**config.mk**
```make
export PLATFORM = sky130hd
export DESIGN_NAME = thread_ready_queue_scheduler
export DESIGN_NICKNAME = d
export VERILOG_FILES = /design/src/hdl/trqs_pkg.sv /design/src/hdl/trqs_ctrl.sv /design/src/hdl/trqs_dp.sv /design/src/hdl/thread_ready_queue_scheduler.sv
export SDC_FILE = /design/constraint.sdc
export NUM_CORES = 1
export LEC_CHECK = 0
export CAP_MARGIN = 20
export CORE_ASPECT_RATIO = 1.2
export CORE_MARGIN = 4
export CORE_UTILIZATION = 25
export CTS_BUF_LIST = sky130_fd_sc_hd__clkbuf_4 sky130_fd_sc_hd__clkbuf_8
export CTS_CLUSTER_SIZE = 24
export DETAILED_ROUTE_END_ITERATION = 10
export DONT_BUFFER_PORTS = 1
export PLACE_DENSITY = 0.39
export SLEW_MARGIN = 0
export SYNTH_ARGS = -nofsm -noshare
export SYNTH_HDL_FRONTEND = slang
export SYNTH_SLANG_ARGS = --single-unit
```
**constraint.sdc**
```tcl
create_clock -name clk -period 2.9 [get_ports clk]
set_clock_uncertainty 0.2 [all_clocks]
set_input_delay 0.435 -clock clk [delete_from_list [all_inputs] [get_ports clk]]
set_output_delay 0.435 -clock clk [all_outputs]
set_load 0.02 [all_outputs]
```
**src/hdl/trqs_pkg.sv**
```systemverilog
// ----------------------------------------------------------------------------
// trqs_pkg
// Shared types and constants for the thread ready queue scheduler: word
// formats, operation and status codes, and the controller/datapath interface.
// ----------------------------------------------------------------------------
package trqs_pkg;

  localparam int TS_DEFAULT = 16;
  localparam int ID_W       = 6;

  typedef enum logic [1:0] {
    OP_CREATE = 2'd0,
    OP_YIELD  = 2'd1,
    OP_SCHED  = 2'd2,
    OP_EXIT   = 2'd3
  } op_t;

  typedef enum logic [2:0] {
    ST_OK         = 3'd0,
    ST_BAD_ID     = 3'd1,
    ST_ABSENT     = 3'd2,
    ST_FULL       = 3'd3,
    ST_ALL_EXITED = 3'd4
  } status_t;

  typedef struct packed {
    op_t               opcode;
    logic signed [7:0] target_thread;
  } trqs_in_t;

  typedef struct packed {
    status_t           status;
    logic [ID_W-1:0]   thread_id;
    logic [ID_W-1:0]   previous_thread;
    logic              switched;
  } trqs_out_t;

  // datapath micro-operations
  typedef enum logic [4:0] {
    CMD_NOP,
    CMD_START,
    CMD_DISPATCH,
    CMD_SCHED_PICK,
    CMD_EXIT_PICK,
    CMD_SCAN,
    CMD_YIELD_HEAD,
    CMD_NODE_TGT,
    CMD_SWITCH,
    CMD_RM0,
    CMD_RM1,
    CMD_RM2,
    CMD_AP0,
    CMD_AP1,
    CMD_PP0,
    CMD_PP1,
    CMD_FINISH
  } dp_cmd_t;

  typedef struct packed {
    op_t  op;
    logic id_bad;
    logic absent;
    logic q_empty;
    logic q_one;
    logic cnt_zero;
    logic run_live;
    logic link_null;
    logic cur_free;
    logic scan_wrap;
    logic out_free;
  } dp_stat_t;

endpackage

```
**src/hdl/trqs_ctrl.sv**
```systemverilog
// ----------------------------------------------------------------------------
// trqs_ctrl
// Sequencer for the scheduler: decodes the operation and steps the datapath
// through the free-slot scan and queue remove, append and prepend routines.
// ----------------------------------------------------------------------------
module trqs_ctrl (
  input  logic               clk,
  input  logic               rst_n,
  input  logic               in_valid,
  output logic               in_stall,
  input  trqs_pkg::dp_stat_t stat,
  output trqs_pkg::dp_cmd_t  cmd
);

  typedef enum logic [4:0] {
    S_IDLE,
    S_DISPATCH,
    S_SCHED_RD,
    S_EXIT_CHK,
    S_SCAN,
    S_YIELD,
    S_YAPP,
    S_YT,
    S_YPRE,
    S_YSW,
    S_RM0,
    S_RM1,
    S_RM2,
    S_AP0,
    S_AP1,
    S_PP0,
    S_PP1,
    S_DONE
  } state_t;

  state_t state_r, state_nxt;
  state_t ret_r, ret_nxt;

  assign in_stall = (state_r != S_IDLE);

  always_comb begin
    state_nxt = state_r;
    ret_nxt   = ret_r;
    cmd       = trqs_pkg::CMD_NOP;
    case (state_r)
      S_IDLE: begin
        if (in_valid) begin
          cmd       = trqs_pkg::CMD_START;
          state_nxt = S_DISPATCH;
        end
      end
      S_DISPATCH: begin
        cmd = trqs_pkg::CMD_DISPATCH;
        case (stat.op)
          trqs_pkg::OP_CREATE: state_nxt = S_SCAN;
          trqs_pkg::OP_YIELD: begin
            state_nxt = (stat.id_bad || stat.absent) ? S_DONE : S_YIELD;
          end
          trqs_pkg::OP_SCHED: begin
            if (stat.q_empty) begin
              state_nxt = S_DONE;
            end else if (stat.q_one) begin
              state_nxt = S_YIELD;
            end else begin
              state_nxt = S_SCHED_RD;
            end
          end
          default: begin
            // exit: unlink the running thread first if it is still alive
            if (stat.run_live) begin
              state_nxt = S_RM0;
              ret_nxt   = S_EXIT_CHK;
            end else begin
              state_nxt = S_EXIT_CHK;
            end
          end
        endcase
      end
      S_SCHED_RD: begin
        cmd       = trqs_pkg::CMD_SCHED_PICK;
        state_nxt = stat.link_null ? S_DONE : S_YIELD;
      end
      S_EXIT_CHK: begin
        cmd       = trqs_pkg::CMD_EXIT_PICK;
        state_nxt = stat.q_empty ? S_DONE : S_YIELD;
      end
      S_SCAN: begin
        cmd = trqs_pkg::CMD_SCAN;
        if (stat.cur_free) begin
          state_nxt = S_AP0;
          ret_nxt   = S_DONE;
        end else if (stat.scan_wrap) begin
          state_nxt = S_DONE;
        end
      end
      S_YIELD: begin
        cmd = trqs_pkg::CMD_YIELD_HEAD;
        if (stat.q_empty) begin
          state_nxt = S_YT;
        end else begin
          state_nxt = S_RM0;
          ret_nxt   = S_YAPP;
        end
      end
      S_YAPP: begin
        // old head goes back to the tail
        state_nxt = S_AP0;
        ret_nxt   = S_YT;
      end
      S_YT: begin
        cmd       = trqs_pkg::CMD_NODE_TGT;
        state_nxt = S_RM0;
        ret_nxt   = S_YPRE;
      end
      S_YPRE: begin
        state_nxt = S_PP0;
        ret_nxt   = S_YSW;
      end
      S_YSW: begin
        cmd       = trqs_pkg::CMD_SWITCH;
        state_nxt = S_DONE;
      end
      S_RM0: begin
        cmd       = trqs_pkg::CMD_RM0;
        state_nxt = (stat.cnt_zero || stat.q_one) ? ret_r : S_RM1;
      end
      S_RM1: begin
        cmd       = trqs_pkg::CMD_RM1;
        state_nxt = S_RM2;
      end
      S_RM2: begin
        cmd       = trqs_pkg::CMD_RM2;
        state_nxt = ret_r;
      end
      S_AP0: begin
        cmd       = trqs_pkg::CMD_AP0;
        state_nxt = S_AP1;
      end
      S_AP1: begin
        cmd       = trqs_pkg::CMD_AP1;
        state_nxt = ret_r;
      end
      S_PP0: begin
        cmd       = trqs_pkg::CMD_PP0;
        state_nxt = S_PP1;
      end
      S_PP1: begin
        cmd       = trqs_pkg::CMD_PP1;
        state_nxt = ret_r;
      end
      S_DONE: begin
        if (stat.out_free) begin
          cmd       = trqs_pkg::CMD_FINISH;
          state_nxt = S_IDLE;
        end
      end
      default: state_nxt = S_IDLE;
    endcase
  end

  always_ff @(posedge clk) begin
    if (!rst_n) begin
      state_r <= S_IDLE;
      ret_r   <= S_IDLE;
    end else begin
      state_r <= state_nxt;
      ret_r   <= ret_nxt;
    end
  end

endmodule

```
**src/hdl/trqs_dp.sv**
```systemverilog
// ----------------------------------------------------------------------------
// trqs_dp
// Scheduler datapath: slot valid bits, queue head/tail/count, cursor,
// running thread, the two link memories and the result register.
// ----------------------------------------------------------------------------
module trqs_dp #(
  parameter int THREAD_SLOTS = trqs_pkg::TS_DEFAULT
) (
  input  logic                clk,
  input  logic                rst_n,
  input  trqs_pkg::dp_cmd_t   cmd,
  output trqs_pkg::dp_stat_t  stat,
  input  trqs_pkg::trqs_in_t  in_data,
  output logic                out_valid,
  input  logic                out_stall,
  output trqs_pkg::trqs_out_t out_data
);

  localparam int SW = (THREAD_SLOTS > 1) ? $clog2(THREAD_SLOTS) : 1;
  localparam int LW = $clog2(THREAD_SLOTS + 1);
  localparam logic [LW-1:0] LNULL     = LW'(THREAD_SLOTS);
  localparam logic [SW-1:0] SLOT_LAST = SW'(THREAD_SLOTS - 1);

  logic [THREAD_SLOTS-1:0] valid_r, valid_nxt;
  logic [LW-1:0]           head_r, head_nxt, tail_r, tail_nxt, count_r, count_nxt;
  logic [SW-1:0]           cursor_r, cursor_nxt, running_r, running_nxt;
  logic [SW-1:0]           start_r, start_nxt, node_r, node_nxt;
  logic [SW-1:0]           tgt_r, tgt_nxt, before_r, before_nxt;
  trqs_pkg::op_t           op_r;
  logic signed [7:0]       tin_r;
  trqs_pkg::status_t       status_r, status_nxt;
  logic                    sw_r, sw_nxt, created_r, created_nxt;

  logic                    out_valid_r;
  trqs_pkg::trqs_out_t     out_data_r;

  // link memories, one write and one read port each
  logic [LW-1:0]           prev_mem [THREAD_SLOTS];
  logic [LW-1:0]           next_mem [THREAD_SLOTS];
  logic [THREAD_SLOTS-1:0] pv_r, nv_r;
  logic [LW-1:0]           prev_q, next_q;
  logic                    pv_q, nv_q;
  logic                    p_we, n_we;
  logic [SW-1:0]           p_wa, n_wa, p_ra, n_ra;
  logic [LW-1:0]           p_wd, n_wd;

  logic [LW-1:0]           rd_prev, rd_next, node_l;
  logic [SW-1:0]           cur_inc, tin_idx;
  logic                    tgt_ok;

  assign rd_prev = pv_q ? prev_q : LNULL;
  assign rd_next = nv_q ? next_q : LNULL;
  assign node_l  = LW'(node_r);
  assign cur_inc = (cursor_r == SLOT_LAST) ? '0 : cursor_r + 1'b1;
  assign tin_idx = tin_r[SW-1:0];
  assign tgt_ok  = !tin_r[7] && ($unsigned(tin_r) < 8'(THREAD_SLOTS));

  assign p_ra = node_r;
  assign n_ra = (cmd == trqs_pkg::CMD_DISPATCH) ? head_r[SW-1:0] : node_r;

  always_comb begin
    stat.op        = op_r;
    stat.id_bad    = !tgt_ok;
    stat.absent    = !valid_r[tin_idx];
    stat.q_empty   = (count_r == '0) || (head_r >= LNULL);
    stat.q_one     = (count_r == LW'(1));
    stat.cnt_zero  = (count_r == '0);
    stat.run_live  = valid_r[running_r];
    stat.link_null = (rd_next >= LNULL);
    stat.cur_free  = !valid_r[cursor_r];
    stat.scan_wrap = (cur_inc == start_r);
    stat.out_free  = !out_valid_r || !out_stall;
  end

  always_comb begin
    valid_nxt   = valid_r;
    head_nxt    = head_r;
    tail_nxt    = tail_r;
    count_nxt   = count_r;
    cursor_nxt  = cursor_r;
    running_nxt = running_r;
    start_nxt   = start_r;
    node_nxt    = node_r;
    tgt_nxt     = tgt_r;
    before_nxt  = before_r;
    status_nxt  = status_r;
    sw_nxt      = sw_r;
    created_nxt = created_r;
    p_we = 1'b0;
    p_wa = node_r;
    p_wd = LNULL;
    n_we = 1'b0;
    n_wa = node_r;
    n_wd = LNULL;
    case (cmd)
      trqs_pkg::CMD_START: begin
        before_nxt  = running_r;
        status_nxt  = trqs_pkg::ST_OK;
        sw_nxt      = 1'b0;
        created_nxt = 1'b0;
      end
      trqs_pkg::CMD_DISPATCH: begin
        case (op_r)
          trqs_pkg::OP_CREATE: begin
            cursor_nxt = cur_inc;
            start_nxt  = cur_inc;
          end
          trqs_pkg::OP_YIELD: begin
            if (!tgt_ok) begin
              status_nxt = trqs_pkg::ST_BAD_ID;
            end else if (!valid_r[tin_idx]) begin
              status_nxt = trqs_pkg::ST_ABSENT;
            end else begin
              tgt_nxt = tin_idx;
            end
          end
          trqs_pkg::OP_SCHED: begin
            // more than one entry: next_mem[head] is read this cycle
            if ((count_r == '0) || (head_r >= LNULL)) begin
              status_nxt = trqs_pkg::ST_BAD_ID;
            end else if (count_r == LW'(1)) begin
              tgt_nxt = head_r[SW-1:0];
            end
          end
          default: begin
            if (valid_r[running_r]) begin
              valid_nxt[running_r] = 1'b0;
              node_nxt             = running_r;
            end
          end
        endcase
      end
      trqs_pkg::CMD_SCHED_PICK: begin
        if (rd_next >= LNULL) begin
          status_nxt = trqs_pkg::ST_BAD_ID;
        end else begin
          tgt_nxt = rd_next[SW-1:0];
        end
      end
      trqs_pkg::CMD_EXIT_PICK: begin
        if ((count_r == '0) || (head_r >= LNULL)) begin
          status_nxt = trqs_pkg::ST_ALL_EXITED;
        end else begin
          tgt_nxt = head_r[SW-1:0];
        end
      end
      trqs_pkg::CMD_SCAN: begin
        if (!valid_r[cursor_r]) begin
          valid_nxt[cursor_r] = 1'b1;
          created_nxt         = 1'b1;
          node_nxt            = cursor_r;
        end else begin
          cursor_nxt = cur_inc;
          if (cur_inc == start_r) begin
            status_nxt = trqs_pkg::ST_FULL;
          end
        end
      end
      trqs_pkg::CMD_YIELD_HEAD: node_nxt = head_r[SW-1:0];
      trqs_pkg::CMD_NODE_TGT:   node_nxt = tgt_r;
      trqs_pkg::CMD_SWITCH: begin
        sw_nxt      = (running_r != tgt_r);
        running_nxt = tgt_r;
      end
      trqs_pkg::CMD_RM0: begin
        // single entry: empty the queue without reading links
        if (count_r == LW'(1)) begin
          head_nxt  = LNULL;
          tail_nxt  = LNULL;
          p_we      = 1'b1;
          n_we      = 1'b1;
          count_nxt = count_r - 1'b1;
        end
      end
      trqs_pkg::CMD_RM1: begin
        if (head_r == node_l) begin
          head_nxt = rd_next;
          if (rd_next < LNULL) begin
            p_we = 1'b1;
            p_wa = rd_next[SW-1:0];
          end
        end else if (tail_r == node_l) begin
          tail_nxt = rd_prev;
          if (rd_prev < LNULL) begin
            n_we = 1'b1;
            n_wa = rd_prev[SW-1:0];
          end
        end else begin
          if (rd_prev < LNULL) begin
            n_we = 1'b1;
            n_wa = rd_prev[SW-1:0];
            n_wd = rd_next;
          end
          if (rd_next < LNULL) begin
            p_we = 1'b1;
            p_wa = rd_next[SW-1:0];
            p_wd = rd_prev;
          end
        end
      end
      trqs_pkg::CMD_RM2: begin
        p_we      = 1'b1;
        n_we      = 1'b1;
        count_nxt = count_r - 1'b1;
      end
      trqs_pkg::CMD_AP0: begin
        p_we = 1'b1;
        p_wd = tail_r;
        n_we = 1'b1;
      end
      trqs_pkg::CMD_AP1: begin
        if ((count_r != '0) && (tail_r < LNULL)) begin
          n_we = 1'b1;
          n_wa = tail_r[SW-1:0];
          n_wd = node_l;
        end else begin
          head_nxt = node_l;
        end
        tail_nxt  = node_l;
        count_nxt = count_r + 1'b1;
      end
      trqs_pkg::CMD_PP0: begin
        p_we = 1'b1;
        n_we = 1'b1;
        n_wd = head_r;
      end
      trqs_pkg::CMD_PP1: begin
        if ((count_r != '0) && (head_r < LNULL)) begin
          p_we = 1'b1;
          p_wa = head_r[SW-1:0];
          p_wd = node_l;
        end else begin
          tail_nxt = node_l;
        end
        head_nxt  = node_l;
        count_nxt = count_r + 1'b1;
      end
      default: ;
    endcase
  end

  always_ff @(posedge clk) begin
    if (!rst_n) begin
      valid_r     <= THREAD_SLOTS'(1);
      head_r      <= '0;
      tail_r      <= '0;
      count_r     <= LW'(1);
      cursor_r    <= '0;
      running_r   <= '0;
      pv_r        <= '0;
      nv_r        <= '0;
      out_valid_r <= 1'b0;
    end else begin
      valid_r   <= valid_nxt;
      head_r    <= head_nxt;
      tail_r    <= tail_nxt;
      count_r   <= count_nxt;
      cursor_r  <= cursor_nxt;
      running_r <= running_nxt;
      if (p_we) begin
        pv_r[p_wa] <= 1'b1;
      end
      if (n_we) begin
        nv_r[n_wa] <= 1'b1;
      end
      if (cmd == trqs_pkg::CMD_FINISH) begin
        out_valid_r <= 1'b1;
      end else if (!out_stall) begin
        out_valid_r <= 1'b0;
      end
    end
  end

  always_ff @(posedge clk) begin
    start_r   <= start_nxt;
    node_r    <= node_nxt;
    tgt_r     <= tgt_nxt;
    before_r  <= before_nxt;
    status_r  <= status_nxt;
    sw_r      <= sw_nxt;
    created_r <= created_nxt;
    pv_q      <= pv_r[p_ra];
    nv_q      <= nv_r[n_ra];
    if (cmd == trqs_pkg::CMD_START) begin
      op_r  <= in_data.opcode;
      tin_r <= in_data.target_thread;
    end
    if (cmd == trqs_pkg::CMD_FINISH) begin
      out_data_r.status          <= status_r;
      out_data_r.thread_id       <= trqs_pkg::ID_W'(created_r ? cursor_r : running_r);
      out_data_r.previous_thread <= trqs_pkg::ID_W'(before_r);
      out_data_r.switched        <= sw_r;
    end
  end

  always_ff @(posedge clk) begin
    if (p_we) begin
      prev_mem[p_wa] <= p_wd;
    end
    if (n_we) begin
      next_mem[n_wa] <= n_wd;
    end
    prev_q <= prev_mem[p_ra];
    next_q <= next_mem[n_ra];
  end

  assign out_valid = out_valid_r;
  assign out_data  = out_data_r;

endmodule

```
**src/hdl/thread_ready_queue_scheduler.sv**
```systemverilog
// ----------------------------------------------------------------------------
// thread_ready_queue_scheduler
// Round-robin thread scheduler with a slot table and a doubly linked
// ready queue; create, yield, schedule-next and exit operations.
// ----------------------------------------------------------------------------
// One word is taken at a time and gives exactly one result word. The time
// per word is set by the sequencer walking the doubly linked ready queue
// through two link memories (prev and next), each with one read and one
// write port. A remove steps through RM0, RM1 and RM2, or stops after RM0
// while the queue holds a single entry; an append steps through AP0 and
// AP1 and a prepend through PP0 and PP1. A rejected yield or sched
// finishes without touching the queue. Yield, sched and exit are built
// from these routines, and a create steps the round-robin cursor one
// slot per cycle until it finds a free slot or the table proves full. A
// new word is accepted as soon as the previous result has been loaded
// into the output register, even while that result is still stalled.
// No clearing pass is needed after reset.
module thread_ready_queue_scheduler #(
  parameter int THREAD_SLOTS = trqs_pkg::TS_DEFAULT
) (
  input  logic                clk,
  input  logic                rst_n,
  input  logic                in_valid,
  output logic                in_stall,
  input  trqs_pkg::trqs_in_t  in_data,
  output logic                out_valid,
  input  logic                out_stall,
  output trqs_pkg::trqs_out_t out_data
);

  trqs_pkg::dp_cmd_t  cmd;
  trqs_pkg::dp_stat_t stat;

  trqs_ctrl u_ctrl (
    .clk      (clk),
    .rst_n    (rst_n),
    .in_valid (in_valid),
    .in_stall (in_stall),
    .stat     (stat),
    .cmd      (cmd)
  );

  trqs_dp #(
    .THREAD_SLOTS (THREAD_SLOTS)
  ) u_dp (
    .clk       (clk),
    .rst_n     (rst_n),
    .cmd       (cmd),
    .stat      (stat),
    .in_data   (in_data),
    .out_valid (out_valid),
    .out_stall (out_stall),
    .out_data  (out_data)
  );

endmodule

```
==> results of run 1 <==
[cells by family (layout without fill, tap and decap cells)]
logic type | after synthesis | after routing | synth area share (%)
fa+ha+maj | 12 | 12 | 1.12
other cells | 1 | 5 | 0.0279
simple gates | 282 | 282 | 10.6
xor+xnor | 18 | 18 | 1.17
compound gates | 237 | 237 | 12.2
flops | 297 | 297 | 59.3
buf+inv | 87 | 346 | 2.91
mux | 87 | 87 | 12.7
[critical path: cells and delay by family, from the launching register on]
kind,cells,cell delay [ns]
buffers and inverters,2,0.22
AOI/OAI and AO/OA,1,0.24
adders and majority gates,1,0.12
DFF,1,0.34
and+or+nand+nor,5,1.59
[cells in the final DEF (no fill, tap or decap), types with 5 or more instances in the layout]
master | Yosys | routed
a211oi_1 | 15 | 13
buf_6 | 3 | 32
o211ai_1 | 6 | 6
dlygate4sd3_1 | 0 | 13
nand2b_1 | 18 | 12
nand3_1 | 16 | 14
o21ai_0 | 26 | 25
a32oi_1 | 6 | 6
clkbuf_8 | 0 | 64
buf_12 | 0 | 7
nor3_1 | 10 | 9
nor3_2 | 5 | 6
clkinv_1 | 1 | 7
nor2b_1 | 16 | 16
mux2i_1 | 15 | 14
dfxtp_1 | 94 | 88
nor2_4 | 0 | 32
o21a_1 | 37 | 36
edfxtp_1 | 203 | 203
clkinv_2 | 0 | 6
inv_1 | 19 | 17
mux2_2 | 5 | 5
a31oi_1 | 13 | 13
nand2b_4 | 0 | 5
xnor2_1 | 8 | 7
or3_1 | 5 | 5
a21oi_1 | 57 | 56
ha_1 | 12 | 10
and3_1 | 9 | 9
a22oi_1 | 22 | 20
nor2_1 | 102 | 71
mux4_2 | 67 | 67
xor2_1 | 10 | 9
nand2_1 | 63 | 61
a222oi_1 | 10 | 10
buf_4 | 7 | 179
clkbuf_4 | 0 | 12
[final cells by class]
class	instances	area [sq um]
antenna	1	2.50
clock buffer	76	971
clock inverter	16	159
fill	5282	35200
inverter	22	87.6
multi-input combinational	640	5610
sequential	297	7990
tap	705	882
timing repair buffer	232	2000
[layer usage]
metal  vias to the layer above  wire length [microns]  track usage [%]
met5                         -                      0                0
met4                         0                   1580             5.72
met3                        87                   1260             2.20
met2                       182                  21300             25.4
met1                      4822                  15900             16.0
li1                       4413                      -                -
[through the flow]
step | power (uW) | setup TNS [ns] | utilization [%] | hold slack (ns)
5_1_grt | 14900 | -9.98 | 33.4 | 0.0410
6_report | 14200 | -1.20 | 33.4 | 0.0581
4_1_cts | 14200 | -0.958 | 32.8 | 0.00159
3_5_place_dp | 9660 | -49.48 | 29.6 | 0.209
2_1_floorplan | 7750 | -0.0703 | - | 0.200
3_3_place_gp | 9690 | -39.14 | 29.6 | 0.204
[state kept, by name, indices dropped and copies added (netlist names), 8 cells and up]
name	count
u_dp.next_mem	80
u_dp.prev_mem	80
u_dp.nv_r	16
u_dp.pv_r	16
u_dp.valid_r	16
u_dp.out_data	12
u_dp.tin_r	8
[worst max path at each step]
stage / start / to / slack, ns / cells after the start
finish: u_dp.count_r[1] / u_dp.prev_mem[2][2] / -0.08 / 9
global placement: u_dp.count_r[0] / u_dp.next_mem[8][2] / -0.35 / 11
detailed placement: u_dp.count_r[0] / u_dp.next_mem[8][2] / -0.42 / 11
floorplan: u_dp.count_r[0] / u_dp.next_mem[1][0] / -0.004 / 8
CTS: u_dp.count_r[1] / u_dp.prev_mem[10][3] / -0.08 / 8
global route: u_dp.node_r[3] / u_dp.prev_mem[10][3] / -0.15 / 9
[timing repair]
action	4_1_cts	5_1_grt
setup endpoints to repair	216	208
hold buffers	14	0
resized for setup	77	81
hold endpoints to repair	64	0
buffers inserted	17	10
pin swaps	27	31
[where the power goes]
part / internal, uW / switching [uW] / total [uW] / leakage (uW)
clock: 2410 / 1760 / 4170 / 0.000598
sequential: 4980 / 317 / 5300 / 0.00243
combinational: 2060 / 2630 / 4690 / 0.00300
total: 9450 / 4710 / 14200 / 0.00603
==> flow_metrics.tcl, run 1 <==
set metrics [dict create \
    cts_tree "done" \
    crit_slowest_cell "or4b_4" \
    gp_congestion 0.862 \
    maxCapViolCount 0 \
    synth_common_cells "edfxtp_1, nor2_1, dfxtp_1" \
    yosysMostFrequentCell "edfxtp_1" \
    cp-end-kind "register" \
    postSynth.asyncResetShare_pct 0 \
    crit_fanout 6 \
    finalHoldViolCount 0 \
    initial_core_util_pct 25.4 \
    finalSetupViolations 47 \
    remaining_drc_errors 0 \
    slowest_delay_ns 0.46 \
    synthCells 1021 \
    dr_total_vias 9504 \
    peakVddDrop_mv 0.314 \
    worst_slack_ns -0.0840 \
    rows 92 \
    critPathKind "reg -> reg" \
    worstPathArrival_ns 3.08 \
    clk_latency_ns 0.60 \
    yosys_warnings 0 \
    num-nets-final 1269 \
    synth_area_leader_cell "edfxtp_1" \
    finalInstanceArea_sq_um 17700 \
    die-area_sq_um 57600 \
    die_x_microns 220 \
    r2r_slack_ns -0.08 \
    wl_per_cell_microns 20.1 \
    finalMaxSlewViolations 0 \
    status "complete, but fails checks" \
    grt_overflow 0 \
    reg2regPathDepth 9 \
    cts_max_path_buffers 3 \
    seq_area_frac_synth_pct 59.3 \
    cpMostUsedCell "or3_4" \
    hp-class "in -> reg" \
    wirelength_mm 40.1 \
    clock-root-buffer "clkbuf_8" \
    rsz0062_at_grt "true" \
    place_inst 1868 \
    yosys_register_bits 297 \
    slew_headroom_pct 61.4 \
    syn_avg_cell_area_sq_um 13.2 \
    grt_pass1_wl_mm 61.8 \
    ant_nets 0 \
    grt_pass1_vias 10200 \
    synth.top_cells.by_area "edfxtp_1, dfxtp_1, mux4_2" \
    io_buffer_count 0 \
    grt_max_degree 53 \
    period_minus_slack_ns 2.98 \
    cp.required_ns 3.00 \
    vias_per_cell 4.78 \
    yosysTopAreaCellShare_pct 45.3 \
    clkTransAtPathRegs_ns 0.06 \
    synth.cell_area_sq_um 13500 \
    violations "setup timing" \
    die_h_microns 262 \
    ios 32 \
    firstDrtPassIters 6 \
    ys.flop_type "edfxtp_1" \
    ys_types 77 \
    r2r-end "u_dp.prev_mem[2][2]" \
    placed_area_sq_um 15700 \
    first_iter_violations 453 \
    fin_cells 1989 \
    h-tree-depth 2 \
    fmax_mhz 335 \
    p_leak_uw 0.00603 \
    dp_worst_setup_slack_ns -0.420 \
    syn2layout_area_growth_pct 31.5 \
    min_to "u_dp.out_data[0]" \
    startpoint_type "register" \
    numCtsBuffers 50 \
    path_cells "inv_4 -> ha_4 -> or4b_4 -> or3_4 -> a21oi_4 -> or3_4 -> or3b_4 -> nor2_2 -> buf_6" \
    r2r_start "u_dp.count_r[1]" \
    cts.sinks 297 \
    coreArea_sq_um 53000 \
    fin_crit_sh_pct 103 \
    tightest_slew_ns 0.576 \
    antenna_found_initial 1 \
    drive_above_1_share_pct 37.3 \
    dp_hpwl_mm 28.0 \
    p_per_area_nw_per_um2 799 \
    synth_edf_count 203 \
    hold_start "out_stall" \
    worstHoldPathCells 2 \
    grt_use_total_pct 13.9 \
]
(Power assumes the default switching activity.)
==> inputs of run 2 (changes only) <==
CTS_CLUSTER_DIAMETER = 200   (was not set)
HOLD_SLACK_MARGIN = 0.1   (was not set)
SYNTH_HIERARCHICAL = 1   (was not set)
==> run 2 against run 1 <==
  * The flow still finishes with violations (setup timing)
  * Global-route usage decreased by 0.63 points
  * Critical path depth is 6 higher
  * Clock power is 51% lower
  * Die area increased by 2.2%
  * Power is 17% higher
  * Non-clock buffer count rose by 56
  * Register-to-register slack worse by 0.39 ns
==> flow_metrics.tcl, run 2 <==
set metrics [dict create \
    status "complete, but fails checks" \
    violations "setup timing" \
    worstHoldPathCells 0 \
    grt_pass1_wl_mm 61.7 \
    r2r_start "u_ctrl/state_r[3]" \
    power.switching_uw 6300 \
    biggestRegsByFlops "u_dp/next_mem: 80 flops, u_dp/prev_mem: 80 flops" \
    initial_core_util_pct 25.5 \
    switching_share_pct 38.0 \
    p_per_area_nw_per_um2 917 \
    first_iter_violations 516 \
    yosysTopAreaCellShare_pct 44.3 \
    synth_edf_count 203 \
    coreArea_sq_um 54100 \
    dp_hpwl_mm 28.1 \
    grt_overflow 0 \
    ys.flop_type "edfxtp_1" \
    gp_congestion 0.809 \
    placed_area_sq_um 16500 \
    ios 32 \
    finalHoldViolCount 0 \
    cpMostUsedCell "buf_6" \
    slew_headroom_pct 57.7 \
    intPower_uw 10300 \
    antenna_found_initial 2 \
    worst_slack_ns -0.475 \
    synth.cell_area_sq_um 13800 \
    mostFrequentLayoutCells "buf_4, edfxtp_1, dfxtp_1, mux4_2, a21oi_1" \
    yosysMostFrequentCell "edfxtp_1" \
    finalSetupTns_ns -73.10 \
    grt_pass1_vias 9871 \
    fmax_mhz 296 \
    synth_common_cells "edfxtp_1, dfxtp_1, nor2_1" \
    clockPowerShare_pct 12.3 \
    seq_area_frac_synth_pct 57.9 \
    hp-class "reg -> reg" \
    total_power_uw 16600 \
    postSynth.asyncResetShare_pct 0 \
    finalSetupViolations 277 \
    wl_per_cell_microns 20.0 \
    cts_tree "done" \
    die_x_microns 222 \
    syn2layout_area_growth_pct 31.1 \
    synth.top_cells.by_area "edfxtp_1, dfxtp_1, mux4_2" \
    finalInstanceArea_sq_um 18100 \
    peakVddDrop_mv 0.444 \
    ant_nets 0 \
    place_inst 1918 \
    startpoint_type "register" \
    dp_worst_setup_slack_ns -0.785 \
    synthCells 1033 \
    clkTransAtPathRegs_ns 0.17 \
    worstPathArrival_ns 3.47 \
    h-tree-depth 1 \
    vias_per_cell 4.76 \
    reg2regPathDepth 15 \
    p_seq_share_pct 34.0 \
    remaining_drc_errors 0 \
    cp_num_buf_inv 6 \
    finalMaxSlewViolations 0 \
    period_minus_slack_ns 3.38 \
    io_buffer_count 0 \
    numCtsBuffers 16 \
    syn_avg_cell_area_sq_um 13.3 \
    cts_max_path_buffers 3 \
    power_frac_comb_pct 53.7 \
    r2r_slack_ns -0.48 \
    ys_types 97 \
    final_common_cell "buf_4" \
    path_cells "buf_6 -> nor4_4 -> nand2_2 -> o21ai_4 -> buf_6 -> nand2b_4 -> nor3_4 -> buf_6 -> buf_12 -> and3_4 -> a222oi_1 -> buf_4 -> or3_4 -> buf_12 -> nor2_4" \
    crit_fanout 6 \
    crit_path_start "u_ctrl/state_r[3]" \
    dr_total_vias 9508 \
    cts.sinks 297 \
    rsz0062_at_grt "true" \
    drive_above_1_share_pct 40.3 \
    min_to "u_dp/out_data[15]" \
    hold_start "u_dp/status_r[2]" \
    clk_latency_ns 0.60 \
    fin_crit_sh_pct 116 \
    fin_cells 1997 \
    rows 93 \
    yosys_warnings 6 \
    yosys_register_bits 297 \
    r2r-end "u_dp/next_mem[7][4]" \
    tightest_slew_ns 0.633 \
    grt_max_degree 56 \
    slowest_delay_ns 0.40 \
    p_leak_uw 0.00641 \
    cp.required_ns 3.00 \
    num-nets-final 1296 \
    maxCapViolCount 0 \
    grt_use_total_pct 13.3 \
    fill_cells 5323 \
    die_h_microns 265 \
    clock-root-buffer "clkbuf_8" \
    wirelength_mm 40.0 \
    synth_area_leader_cell "edfxtp_1" \
    cp-end-kind "register" \
    crit_slowest_cell "dfxtp_4" \
    firstDrtPassIters 5 \
    cp_top_family "simple AND/OR/NAND/NOR gates" \
    critPathKind "reg -> reg" \
    die-area_sq_um 58900 \
]
-- run 2: changes by cell type after synthesis, sizes merged, moves of 8 or more --
cell | before | now
a21oi | 60 | 48
nor2 | 106 | 79
o21a | 37 | 29
nand2 | 63 | 51
nand3b | 3 | 11
mux2i | 15 | 25
inv | 21 | 36
nand3 | 16 | 26
-- run 2: per-layer routing --
| metal | vias up | track usage [%] | part of all wire, % |
|---|---|---|---|
| met5 | - | 0 | 0.033 |
| met1 | 4826 | 17.1 | 43 |
| met3 | 42 | 1.36 | 2.8 |
| met2 | 152 | 24.3 | 53 |
| li1 | 4486 | - | - |
| met4 | 2 | 2.80 | 1.6 |
-- run 2: metrics by stage --
step	hold slack (ns)	util, %
finish	0.240	33.4
global placement	0.205	30.5
global route	0.202	33.4
CTS	0.207	32.6
floorplan	0.200	-
detailed placement	0.205	30.5
-- run 2: area by class of cell --
cell class              instances  area [sq um]  share of cell area (%)
well taps                     712           891                    4.93
clock buffers                  27           309                    1.71
repair buffers                288          2610                    14.4
diodes                          1          2.50                  0.0139
flip-flops and latches        297          8000                    44.3
inverters                      38           146                   0.811
clock inverters                 1          16.3                  0.0901
multi-input cells             633          6090                    33.7
-- run 2: what timing repair did --
action	CTS	global route
endpoints found under the hold margin	72	0
setup endpoints to repair	402	393
pin swaps	33	41
resized for setup	81	89
buffers inserted	30	18
gates cloned	1	0
hold buffers	14	0
-- run 2: logic make-up after synthesis --
group,synth area share [%]
buffers and inverters,3.52
adders and majority gates,0.727
other,0.0272
and+or+nand+nor,11.1
DFF,57.9
AOI/OAI and AO/OA,12.0
muxes,13.4
xor gates and xnor gates,1.27
-- run 2: worst max path at each step --
stage	cells after the start	to
global route	15	u_dp/prev_mem[3][4]
detailed placement	14	u_dp/nv_r[2]
global placement	12	u_dp/next_mem[10][1]
finish	15	u_dp/next_mem[7][4]
CTS	16	u_dp/nv_q
floorplan	12	u_dp/next_mem[13][0]
-- run 2: power by group through the flow --
stage          combinational, uW  sequential [uW]  clock [uW]
6_report                    8900             5630        2030
5_1_grt                     9590             5680        2300
4_1_cts                     8440             5630        2160
3_5_place_dp                7480             5720           0
3_3_place_gp                7490             5730           0
2_1_floorplan               4310             5400           0
